<file path="config.mk">
export PLATFORM = sky130hd
export DESIGN_NAME = qualified_sql_name_validator
export DESIGN_NICKNAME = d
export VERILOG_FILES = /design/src/qsnv_pkg.sv /design/src/qsnv_char_class.sv /design/src/qsnv_phase_fsm.sv /design/src/qualified_sql_name_validator.sv
export SDC_FILE = /design/constraint.sdc
export NUM_CORES = 1
export LEC_CHECK = 0
export BUFFER_PORTS_ARGS = -buffer_cell sky130_fd_sc_hd__buf_2
export CORE_AREA = 4 4 78 51
export DETAILED_ROUTE_END_ITERATION = 8
export DIE_AREA = 0 0 82 55
export GPL_TIMING_DRIVEN = 0
export REMOVE_ABC_BUFFERS = 1
export SLEW_MARGIN = 20
export SYNTH_ARGS = -nofsm -noshare
export SYNTH_HDL_FRONTEND = slang
export SYNTH_HIERARCHICAL = 1
export SYNTH_SLANG_ARGS = --single-unit
</file>
<file path="constraint.sdc">
create_clock -name clk -period 2.8 [get_ports clk]
set_input_delay 0 -clock clk [delete_from_list [all_inputs] [get_ports clk]]
set_output_delay 0 -clock clk [all_outputs]
set_load 0.02 [all_outputs]
</file>
<file path="src/qsnv_pkg.sv">
// ----------------------------------------------------------------------------
// qsnv_pkg
// shared types and character constants for the qualified name validator
// ----------------------------------------------------------------------------
`default_nettype none

package qsnv_pkg;

  // parse phase codes
  typedef enum logic [2:0] {
    PH_START  = 3'd0,
    PH_UNQ    = 3'd1,
    PH_QUOTED = 3'd2,
    PH_QSEEN  = 3'd3,
    PH_AFTER  = 3'd4,
    PH_BAD    = 3'd5
  } phase_t;

  localparam logic [7:0] CH_UNDERSCORE = 8'h5F;
  localparam logic [7:0] CH_DOLLAR     = 8'h24;
  localparam logic [7:0] CH_DOT        = 8'h2E;
  localparam logic [7:0] CH_QUOTE      = 8'h22;
  localparam logic [7:0] CH_SPACE      = 8'h20;
  localparam logic [7:0] CH_TAB        = 8'h09;
  localparam logic [7:0] CH_CR         = 8'h0D;

  // character classes of one byte
  typedef struct packed {
    logic ws;
    logic first;
    logic more;
    logic dot;
    logic quote;
  } char_class_t;

endpackage

`default_nettype wire

</file>
<file path="src/qsnv_char_class.sv">
// ----------------------------------------------------------------------------
// qsnv_char_class
// sorts one byte into the classes used by the name parser
// ----------------------------------------------------------------------------
`default_nettype none

module qsnv_char_class (
  input  wire logic [7:0]           char_byte,
  output qsnv_pkg::char_class_t     cls
);

  logic is_first;

  always_comb begin
    is_first = (char_byte == qsnv_pkg::CH_UNDERSCORE) ||
               (char_byte inside {[8'h61:8'h7A]}) ||
               (char_byte inside {[8'h41:8'h5A]}) ||
               char_byte[7];
    cls.ws    = (char_byte == qsnv_pkg::CH_SPACE) ||
                (char_byte inside {[qsnv_pkg::CH_TAB:qsnv_pkg::CH_CR]});
    cls.first = is_first;
    cls.more  = is_first || (char_byte == qsnv_pkg::CH_DOLLAR) ||
                (char_byte inside {[8'h30:8'h39]});
    cls.dot   = (char_byte == qsnv_pkg::CH_DOT);
    cls.quote = (char_byte == qsnv_pkg::CH_QUOTE);
  end

endmodule

`default_nettype wire

</file>
<file path="src/qsnv_phase_fsm.sv">
// ----------------------------------------------------------------------------
// qsnv_phase_fsm
// parse phase register and its transition logic
// ----------------------------------------------------------------------------
`default_nettype none

module qsnv_phase_fsm (
  input  wire logic                 clk,
  input  wire logic                 rst,
  input  wire logic                 step,
  input  wire logic                 last,
  input  wire qsnv_pkg::char_class_t cls,
  output logic                      name_ok
);

  qsnv_pkg::phase_t phase;
  qsnv_pkg::phase_t phase_next;
  qsnv_pkg::phase_t ph_after;
  qsnv_pkg::phase_t ph_new;

  // next state
  always_comb begin
    if (cls.ws) begin
      ph_after = qsnv_pkg::PH_AFTER;
    end else if (cls.dot) begin
      ph_after = qsnv_pkg::PH_START;
    end else begin
      ph_after = qsnv_pkg::PH_BAD;
    end

    case (phase)
      qsnv_pkg::PH_START: begin
        if (cls.ws) begin
          ph_new = qsnv_pkg::PH_START;
        end else if (cls.quote) begin
          ph_new = qsnv_pkg::PH_QUOTED;
        end else if (cls.first) begin
          ph_new = qsnv_pkg::PH_UNQ;
        end else begin
          ph_new = qsnv_pkg::PH_BAD;
        end
      end
      qsnv_pkg::PH_UNQ: begin
        ph_new = cls.more ? qsnv_pkg::PH_UNQ : ph_after;
      end
      qsnv_pkg::PH_QUOTED: begin
        ph_new = cls.quote ? qsnv_pkg::PH_QSEEN : qsnv_pkg::PH_QUOTED;
      end
      qsnv_pkg::PH_QSEEN: begin
        ph_new = cls.quote ? qsnv_pkg::PH_QUOTED : ph_after;
      end
      qsnv_pkg::PH_AFTER: begin
        ph_new = ph_after;
      end
      default: begin
        ph_new = qsnv_pkg::PH_BAD;
      end
    endcase

    if (!step) begin
      phase_next = phase;
    end else if (last) begin
      phase_next = qsnv_pkg::PH_START;
    end else begin
      phase_next = ph_new;
    end
  end

  // outputs
  always_comb begin
    name_ok = ph_new inside {qsnv_pkg::PH_UNQ, qsnv_pkg::PH_QSEEN, qsnv_pkg::PH_AFTER};
  end

  always_ff @(posedge clk) begin
    if (rst) begin
      phase <= qsnv_pkg::PH_START;
    end else begin
      phase <= phase_next;
    end
  end

endmodule

`default_nettype wire

</file>
<file path="src/qualified_sql_name_validator.sv">
// ----------------------------------------------------------------------------
// qualified_sql_name_validator
// byte-stream checker for dot-separated qualified sql names
// ----------------------------------------------------------------------------
// Feed the name one byte per request on the slave side, with s_tlast set on
// the final byte. Parts are unquoted identifiers (letter, underscore or high
// bit byte first, then also digits or dollar) or double-quoted strings where
// two quotes in a row stand for one; whitespace may surround parts and dots.
// Exactly one result leaves on the master side for every byte that carries
// s_tlast: bit 0 of m_tdata is 1 when the whole string was a valid name.
// Bytes without s_tlast give no result. The block takes one byte per cycle
// while results are being taken; a byte passes through the input register
// and the verdict is held in the result register before m_tvalid rises. The
// rate is set by the phase update in the parser; a stalled result register
// only holds off the next last byte, ordinary bytes keep flowing behind it.
// ----------------------------------------------------------------------------
`default_nettype none

module qualified_sql_name_validator (
  input  wire logic       clk,
  input  wire logic       rst,
  // request side
  input  wire logic       s_tvalid,
  output logic            s_tready,
  input  wire logic [7:0] s_tdata,   // [7:0] char_byte
  input  wire logic       s_tlast,   // is_last
  // result side
  output logic            m_tvalid,
  input  wire logic       m_tready,
  output logic [7:0]      m_tdata    // [0] name_ok, [7:1] zero
);

  // input register
  logic       in_valid;
  logic [7:0] in_char;
  logic       in_last;

  // result register
  logic       out_ok;

  logic                  out_free;
  logic                  fire;
  logic                  ok_comb;
  qsnv_pkg::char_class_t cls;

  // the result register frees when empty or being taken this cycle
  assign out_free = !m_tvalid || m_tready;
  // an ordinary byte always moves on, a last byte needs a free result slot
  assign fire     = in_valid && (!in_last || out_free);
  assign s_tready = !in_valid || fire;

  qsnv_char_class u_class (
    .char_byte (in_char),
    .cls       (cls)
  );

  qsnv_phase_fsm u_fsm (
    .clk     (clk),
    .rst     (rst),
    .step    (fire),
    .last    (in_last),
    .cls     (cls),
    .name_ok (ok_comb)
  );

  // input register control
  always_ff @(posedge clk) begin
    if (rst) begin
      in_valid <= 1'b0;
    end else if (s_tready) begin
      in_valid <= s_tvalid;
    end
  end

  // input payload, no reset needed
  always_ff @(posedge clk) begin
    if (s_tready && s_tvalid) begin
      in_char <= s_tdata;
      in_last <= s_tlast;
    end
  end

  // result register control
  always_ff @(posedge clk) begin
    if (rst) begin
      m_tvalid <= 1'b0;
    end else if (out_free) begin
      m_tvalid <= fire && in_last;
    end
  end

  // verdict payload
  always_ff @(posedge clk) begin
    if (fire && in_last) begin
      out_ok <= ok_comb;
    end
  end

  assign m_tdata = {7'b0, out_ok};

endmodule

`default_nettype wire

</file>
==> impl_metrics.csv, run 1 <==
group,metric,value,unit
cts,cts_setup_buffers,0,
power_and_ir_drop,p_clk_share,33.6,%
drt,drc,0,
worst_setup_path,setup.worst_path.start_class,"flop",
power_and_ir_drop,p_int,383.3,uW
power_and_ir_drop,p_seq_share,52.8,%
synthesis,synth_seq_cells,15,
final_layout,nets,128,
worst_setup_path,critPathKind,"flop to flop",
floorplanning,die_w,82,um
final_layout,area_growth,21.48,%
cts,htreeDepth,1,
timing,timing.final.crit_share,88.02,%
final_layout,design_area,1154,sq um
floorplanning,dieArea,4510,sq um
power_and_ir_drop,p_total,503.3,uW
synthesis,synth_cells,91,
worst_setup_path,arrival,2.45,ns
global_routing,antenna_found_initial,0,
timing,finalSetupTns,0,ns
placement,port_buffers,15,
cts,clk_latency,0.24,ns
timing,setup_violations,0,
global_routing,grt_pass1_wl,3008,um
drt,dr_total_vias,727,
drt,viasPerCell,4.572,
cts,clock_path_buffers,2,
synthesis,yosysWarnings,6,
synthesis,synth_area_per_cell,10.44,sq um
drt,wl,1745,um
timing,slew_headroom,55.23,%
cts,post_cts_resize_count,0,
power_and_ir_drop,power_leakage,0.0004383,uW
cts,root_buffer,"clkbuf_8",
timing,fmax,0.4058,GHz
final_layout,drive_above_1_share,21.05,%
worst_setup_path,endpoint_kind,"flop",
synthesis,syn_area,949.7,sq um
outcome,outcome,"completed",
timing,slew_violations,0,
power_and_ir_drop,combPwrFrac,13.7,%
power_and_ir_drop,p_switching,120.0,uW
drt,first_pass_iters,4,
timing,finalHoldViolCount,0,
cts,cts.reportedPaths.clkPinSlew,0.06,ns
placement,placed_area,997.2,sq um
power_and_ir_drop,swShare,23.84,%
synthesis,ys_types,40,
worst_setup_path,required,2.79,ns
floorplanning,die_h,55,um
final_layout,postLayoutCoreUtil,36.02,%
cts,cts_tree,"built",
timing,min_period,2.464,ns
worst_setup_path,cp_max_fo,10,
placement,dp_hpwl,1198,um
final_layout,mostFrequentLayoutCells,"buf_2 (15), dlygate4sd3_1 (11), edfxtp_1 (10)",
drt,post_drt_wl_per_cell,10.97,um
hold_path,hold_class,"input port to flop",
final_layout,final_common_cell,"buf_2",
hold_path,min_path_cells,3,
power_and_ir_drop,powerDensity,436.3,nW/um^2
floorplanning,rows,16,
power_and_ir_drop,ir_worst_vdd,395.7,uV
global_routing,gr-total-overflow,0,
timing,finClkSkew,0.002649,ns
drt,first_iter_violations,23,
worst_setup_path,worst-r2r-cell-count,7,
floorplanning,core,3203,sq um
cts,numCtsBuffers,3,
timing,rsz0062_at_grt,"false",
floorplanning,io_pins,23,
global_routing,grt_usage,8.888,%
job,maxCapViolCount,0,
placement,gp_congestion,0.7429,
floorplanning,initial_utilization,29.65,%
synthesis,seq_area_frac_synth,42.16,%
drt,ant_nets,0,
cts,cts_sinks,15,
global_routing,grt_max_degree,12,
global_routing,grt_pass1_vias,660,
final_layout,antenna_cells,0,
timing,worst_slew_pin_slew,0.6665,ns
## area by class of cell
cell class	instances	area (sq um)
timing repair buffer	26	185.2
multi-input combinational	66	454.2
clock buffer	3	41.29
clock inverter	1	5.005
sequential	15	400.4
inverter	3	11.26
fill	316	2049
tap	45	56.30
## kinds of logic (layout without fill, tap and decap cells)
kind of cell    after synthesis  in the layout  synth area share, %
xor+xnor                      1              1               0.9224
flops                        15             15                42.16
simple gates                 40             40                29.38
compound gates               18             18                14.76
other cells                   1              7               0.3949
buf+inv                      16             33                12.38
## path summary, 6_finish.rpt
check / startpoint / end / slack [ns]
min reg2reg: in_valid$_SDFFE_PP0P_ / m_tvalid$_SDFFE_PP0P_ / 0.52
max: in_char[2]$_DFFE_PP_ / out_ok$_DFFE_PP_ / 0.34
min: m_tready / m_tvalid$_SDFFE_PP0P_ / 0.06
max reg2reg: in_char[2]$_DFFE_PP_ / out_ok$_DFFE_PP_ / 0.34
## what timing repair did
item | CTS | global route
hold buffers | 11 | 0
setup endpoints to repair | 0 | 0
endpoints found under the hold margin | 12 | 0
## routing by layer
metal  vias to the layer above  wire, um  part of all wire (%)  global-route usage, %
li1                        371         -                     -                      -
met1                       328       915                    52                  11.79
met2                        26       694                    40                  13.67
met3                         2       127                   7.3                  2.751
met4                         0         7                  0.40                  3.315
met5                         -         0                     0                      0
## cell usage after synthesis
master,instances,area (sq um)
dfxtp_1,5,100.1
a21boi_1,1,7.510
o21a_1,1,7.510
nor2b_1,2,12.51
nand2b_1,2,12.51
o32ai_1,1,8.760
and2b_1,1,7.510
buf_4,9,67.56
nor4b_1,2,17.52
o311ai_0,1,8.760
nor3_1,3,15.01
nor3b_1,2,15.01
a22o_1,3,26.28
or2b_1,1,7.510
a21oi_1,5,25.02
o21ai_0,1,5.000
o2bb2ai_1,1,8.760
or4b_1,1,10.01
and2_1,1,6.260
o21bai_1,1,7.510
xor2_1,1,8.760
edfxtp_1,10,300.3
inv_1,3,11.26
and3b_1,1,8.760
nand3_1,2,10.01
and4b_1,1,10.01
buf_6,3,33.78
a211oi_2,1,12.51
nand2_1,5,18.77
conb_1,1,3.750
buf_2,1,5.000
nand4b_2,1,15.01
nand3b_1,1,7.510
nand4b_1,2,17.52
o221ai_2,1,15.01
nor4_1,2,12.51
nor4_4,1,21.27
o31ai_1,1,7.510
nor4b_4,1,23.77
nor2_1,8,30.03
## power by group through the flow
stage	combinational (uW)	clock, uW	sequential, uW
after detailed placement	56.2	0	270
after global placement	54.8	0	269
final	68.9	169	266
after floorplan	39.6	0	267
after global routing	77.7	183	268
after CTS	67.8	175	265
## registers in the layout, summed over array words and instances (netlist names)
name	cells
in_last	1
in_valid	1
u_fsm/phase	3
out_ok	1
m_tvalid	1
in_char	8
## worst max-delay path: stages (launching register included)
cell and delay (ns):
edfxtp_1 0.51, or4b_1 0.55, a21oi_1 0.14, o21a_1 0.24, nor3_1 0.07, o32ai_1 0.33, o221ai_2 0.17, xor2_1 0.19
## stage by stage
stage / setup WS [ns] / hold WS (ns) / cells
global placement: 0.3971 / 0.1763 / 144
detailed placement: 0.3421 / 0.1781 / 144
finish: 0.3355 / 0.05520 / 159
floorplan: 0.5350 / 0.06907 / 84
global route: 0.1837 / 0.06861 / 159
CTS: 0.3294 / 0.03132 / 159
Power figures use the tool's default switching activity.
==> run 2, diff against run 1 <==
PLACE_DENSITY = 0.48   (was default)
==> run 2 against run 1 <==
  * Final cell count stayed put
  * Critical path type unchanged
  * Power rose by 0.66%
  * Final area unchanged
  * Combinational power shrank 1%
  * Critical endpoint unchanged
  * Global-route usage is 0.081 points higher
  * Critical path depth is the same
  * Largest cell class unchanged
  * Register-to-register slack about the same
  * Flip-flop and latch count unchanged
  * Utilization unchanged
  * Highest routed layer unchanged
==> impl_metrics.csv, run 2 (synthesis gave the netlist of run 1 again) <==
group,metric,value,unit
hold_path,hold_class,"input port to flop",
final_layout,largest-register,"in_char",
power_and_ir_drop,p_seq_share,52.6,%
drt,viasPerCell,4.516,
timing,timing.final.crit_share,88.08,%
final_layout,area_growth,21.48,%
timing,finClkSkew,0.003490,ns
global_routing,grt.met2_usage,12.87,%
global_routing,antenna_found_initial,0,
power_and_ir_drop,p_clk_share,34.0,%
timing,rsz0062_at_grt,"false",
cts,root_buffer,"clkbuf_8",
worst_setup_path,critPathTopFamily,"compound AO/OA/AOI/OAI gates",
global_routing,grt_most_used_layer,"met2",
floorplanning,rows,16,
floorplanning,core,3203,sq um
floorplanning,dieArea,4510,sq um
cts,cts_tree,"built",
drt,first_iter_violations,63,
cts,cts_sinks,15,
drt,post_drt_wl_per_cell,11.65,um
cts,numCtsBuffers,3,
final_layout,largest_reg_flops,8,
drt,ant_nets,0,
power_and_ir_drop,powerDensity,439.2,nW/um^2
floorplanning,die_h,55,um
final_layout,fill_cells,343,
timing,finalSetupTns,0,ns
floorplanning,io_pins,23,
power_and_ir_drop,ir_worst_vdd,442.7,uV
worst_setup_path,setup.worst_path.start_class,"flop",
final_layout,fin_cells,159,
final_layout,nets,128,
final_layout,multi_input_area,454.2,sq um
final_layout,mostFrequentLayoutCells,"buf_2 (15), dlygate4sd3_1 (11), edfxtp_1 (10)",
timing,worst_slew_pin_slew,0.6739,ns
worst_setup_path,critical-path-slowest-cell,"or4b_1",
cts,cts.reportedPaths.clkPinSlew,0.06,ns
floorplanning,initial_utilization,29.65,%
placement,port_buffers,15,
final_layout,final_common_cell,"buf_2",
cts,clk_latency,0.24,ns
global_routing,gr-total-overflow,0,
drt,drc,0,
power_and_ir_drop,power_leakage,0.0004397,uW
worst_setup_path,critPathKind,"flop to flop",
placement,place_inst,144,
power_and_ir_drop,p_switching,123.4,uW
final_layout,drive_above_1_share,21.05,%
global_routing,grt_pass1_vias,654,
timing,finalHoldViolCount,0,
drt,wl,1853,um
worst_setup_path,endpoint_kind,"flop",
global_routing,grt_max_degree,12,
global_routing,grtUsageMet1,12.67,%
final_layout,largestRegisters,"in_char x8, u_fsm/phase x3",
global_routing,grt_usage,8.969,%
power_and_ir_drop,combPwrFrac,13.4,%
outcome,outcome,"completed",
drt,first_pass_iters,4,
drt,dr_total_vias,718,
final_layout,seq_area,400.4,sq um
timing,slew_violations,0,
timing,setup_violations,0,
floorplanning,die_w,82,um
placement,dp_hpwl,1365,um
placement,gp_congestion,0.7488,
timing,min_period,2.466,ns
timing,holdWs,0.04399,ns
global_routing,use_met3,3.560,%
power_and_ir_drop,p_int,383.3,uW
worst_setup_path,arrival,2.46,ns
worst_setup_path,cp_cell_sequence,"or4b_1, a21oi_1, o21a_1, nor3_1, o32ai_1, o221ai_2, xor2_1",
timing,slew_headroom,54.73,%
worst_setup_path,crit_path_max_incr_delay,0.56,ns
timing,fmax,0.4055,GHz
worst_setup_path,required,2.79,ns
final_layout,antenna_cells,0,
job,maxCapViolCount,0,
cts,clock_path_buffers,2,
cts,cts_setup_buffers,0,
global_routing,grt_pass1_wl,3015,um
power_and_ir_drop,swShare,24.35,%
worst_setup_path,cp_max_fo,10,
cts,htreeDepth,1,
worst_setup_path,critical_path_buf_inv_count,0,
-- run 2: cell counts in the layout (fill, tap and decap cells not counted) --
No cell type changed its count.
-- run 2: cell type report --
class / count / area share, %
clock buffers: 3 / 3.579
clock inverters: 1 / 0.4338
repair buffers: 26 / 16.05
inverters: 3 / 0.9761
multi-input cells: 66 / 39.37
flip-flops and latches: 15 / 34.71
well taps: 45 / 4.881
-- run 2: routing by layer --
metal | vias up | routed length [um]
met3 | 2 | 110
met1 | 319 | 966
met4 | 0 | 8
met5 | - | 0
met2 | 26 | 767
li1 | 371 | -
-- run 2: path summary, 6_finish.rpt --
kind	cells past startpoint	end	slack, ns	from
max reg2reg	7	out_ok$_DFFE_PP_	0.33	in_char[2]$_DFFE_PP_
max	7	out_ok$_DFFE_PP_	0.33	in_char[2]$_DFFE_PP_
min reg2reg	2	m_tvalid$_SDFFE_PP0P_	0.51	in_valid$_SDFFE_PP0P_
min	3	m_tvalid$_SDFFE_PP0P_	0.04	m_tready
-- run 2: power groups by stage --
stage / Clock, uW / Combinational, uW / Sequential, uW
floorplan: 0 / 39.6 / 267
global placement: 0 / 56.0 / 270
detailed placement: 0 / 56.3 / 271
CTS: 179 / 68.3 / 266
global route: 192 / 76.2 / 269
finish: 172 / 68.0 / 267
-- run 2: repair_timing --
action | 4_1_cts | 5_1_grt
gates resized for setup | 0 | 0
setup endpoints to repair | 0 | 0
hold buffers | 11 | 0
hold endpoints to repair | 12 | 0
-- run 2: worst min-delay path, delay by kind of cell --
kind            cells  cell delay (ns)
buf+inv             1             0.09
simple gates        1             0.09
compound gates      1             0.05
-- run 2: metrics by stage --
step / total power, uW / setup slack (ns) / instance area (sq um) / util (%)
6_report: 506.7 / 0.3337 / 1154 / 36.02
5_1_grt: 536.8 / 0.1720 / 1154 / 36.02
3_3_place_gp: 325.8 / 0.3526 / 997.2 / 31.13
2_1_floorplan: 307.0 / 0.5350 / 865.8 / -
4_1_cts: 514.2 / 0.3129 / 1154 / 36.02
3_5_place_dp: 327.6 / 0.3311 / 997.2 / 31.13
==> run 3, diff against run 2 <==
CTS_BUF_LIST = sky130_fd_sc_hd__clkbuf_8 sky130_fd_sc_hd__clkbuf_16   (was default)
GPL_TIMING_DRIVEN = default   (was 0)
PLACE_DENSITY = default   (was 0.48)
==> run 3 against run 2 <==
  * Clock skew grew 0.0029 ns
  * Register-to-register slack gained 0.05 ns
  * Worst setup slack gained 0.054 ns
  * Count of clock-buffer cells in the layout is the same
  * Utilization grew 0.20 points
  * Sequential power is essentially flat
  * Power shrank 0.71%
  * Die area is the same
  * First-iteration DRC count shrank 71%
  * Critical path depth is the same
  * Combinational power grew 3%
  * Largest cell class unchanged
==> impl_metrics.csv, run 3 (synthesis gave the netlist of run 1 again) <==
group,metric,value,unit
power_and_ir_drop,combPwrFrac,13.9,%
cts,cts_sinks,15,
floorplanning,io_pins,23,
drt,viasPerCell,4.663,
final_layout,largest-register,"in_char",
drt,first_pass_iters,4,
timing,min_period,2.413,ns
floorplanning,die_w,82,um
global_routing,grt_pass1_vias,700,
final_layout,largestRegisters,"in_char x8, u_fsm/phase x3",
worst_setup_path,setup.worst_path.start_class,"flop",
drt,wl,1793,um
cts,clock_path_buffers,2,
final_layout,drive_above_1_share,20.87,%
worst_setup_path,endpoint_kind,"flop",
cts,htreeDepth,1,
cts,cts.reportedPaths.clkPinSlew,0.06,ns
timing,finalHoldViolCount,0,
worst_setup_path,critPathKind,"flop to flop",
worst_setup_path,arrival,2.40,ns
worst_setup_path,cp_max_fo,10,
drt,ant_nets,0,
power_and_ir_drop,p_seq_share,52.7,%
final_layout,fill_cells,336,
timing,fmax,0.4145,GHz
final_layout,seq_area,400.4,sq um
power_and_ir_drop,swShare,24.08,%
job,maxCapViolCount,0,
global_routing,antenna_found_initial,0,
final_layout,area_growth,22.13,%
cts,cts_tree,"built",
placement,port_buffers,15,
drt,dr_total_vias,746,
worst_setup_path,required,2.79,ns
timing,slew_violations,0,
timing,setup_violations,0,
timing,rsz0062_at_grt,"false",
power_and_ir_drop,ir_worst_vdd,232.1,uV
hold_path,hold_class,"input port to flop",
final_layout,largest_reg_flops,8,
global_routing,grt_pass1_wl,3049,um
timing,finalSetupTns,0,ns
cts,cts_setup_buffers,0,
final_layout,final_common_cell,"buf_2",
outcome,outcome,"completed",
power_and_ir_drop,powerDensity,433.8,nW/um^2
power_and_ir_drop,power_leakage,0.0004465,uW
global_routing,grt_usage,8.991,%
power_and_ir_drop,p_switching,121.2,uW
final_layout,mostFrequentLayoutCells,"buf_2 (15), dlygate4sd3_1 (11), edfxtp_1 (10)",
power_and_ir_drop,p_int,381.9,uW
placement,dp_hpwl,1285,um
power_and_ir_drop,p_clk_share,33.4,%
floorplanning,core,3203,sq um
global_routing,grt_max_degree,12,
global_routing,gr-total-overflow,0,
floorplanning,die_h,55,um
drt,first_iter_violations,18,
floorplanning,initial_utilization,29.65,%
floorplanning,rows,16,
cts,clk_latency,0.24,ns
floorplanning,dieArea,4510,sq um
final_layout,antenna_cells,0,
final_layout,nets,129,
cts,numCtsBuffers,3,
final_layout,multi_input_area,454.2,sq um
cts,root_buffer,"clkbuf_8",
timing,timing.final.crit_share,86.17,%
drt,post_drt_wl_per_cell,11.21,um
timing,finClkSkew,0.006344,ns
drt,drc,0,
power_and_ir_drop,p_total,503.1,uW
placement,gp_congestion,0.8084,
## run 3: cell count changes in the layout (fill, tap and decap cells not counted)
cell      change
buf_4         +1
inv_1         +1
clkinv_2      -1
## run 3: per-stage QoR
stage	setup slack [ns]	hold slack [ns]	instance area, sq um	utilization (%)	cells
final	0.3874	0.03759	1160	36.21	160
after global routing	0.2191	0.04865	1160	36.21	160
after CTS	0.3722	0.03960	1160	36.21	160
after detailed placement	0.3826	0.1781	1005	31.37	145
after global placement	0.4493	0.1767	1005	31.37	145
after floorplan	0.5350	0.06907	865.8	-	84
## run 3: final cells by class
class	count	share of cell area, %
Timing Repair Buffer	27	16.61
Clock buffer	3	3.560
Tap cell	45	4.854
Sequential cell	15	34.52
Clock inverter	1	0.3236
Multi-Input combinational cell	66	39.16
Inverter	3	0.9709
## run 3: per-layer routing
layer	track usage [%]	vias to the layer above	wire (um)
met5	0	-	0
met4	3.315	0	0
met3	2.104	0	140
met2	15.82	32	783
met1	10.89	345	869
li1	-	369	-
## run 3: path summary, 6_finish.rpt
kind	startpoint	endpoint	slack, ns	cells past startpoint
max	in_char[2]$_DFFE_PP_	out_ok$_DFFE_PP_	0.39	7
min	m_tready	m_tvalid$_SDFFE_PP0P_	0.04	3
max reg2reg	in_char[2]$_DFFE_PP_	out_ok$_DFFE_PP_	0.39	7
min reg2reg	m_tvalid$_SDFFE_PP0P_	m_tvalid$_SDFFE_PP0P_	0.51	2
## run 3: power by group through the flow
| stage | Clock (uW) | Sequential, uW | Combinational, uW |
|---|---|---|---|
| 2_1_floorplan | 0 | 267 | 39.6 |
| 3_3_place_gp | 0 | 269 | 56.0 |
| 3_5_place_dp | 0 | 270 | 56.7 |
| 4_1_cts | 172 | 265 | 68.6 |
| 5_1_grt | 179 | 267 | 78.3 |
| 6_report | 168 | 265 | 69.9 |
## run 3: what timing repair did
action / CTS / global route
hold buffers: 11 / 0
endpoints found under the setup margin: 0 / 0
resized for setup: 0 / 0
endpoints found under the hold margin: 12 / 0
## run 3: critical path, cell delays in order, from the launching register on
cell and delay [ns]:
edfxtp_1 0.51, or4b_1 0.55, a21oi_1 0.14, o21a_1 0.23, nor3_1 0.07, o32ai_1 0.31, o221ai_2 0.16, xor2_1 0.19
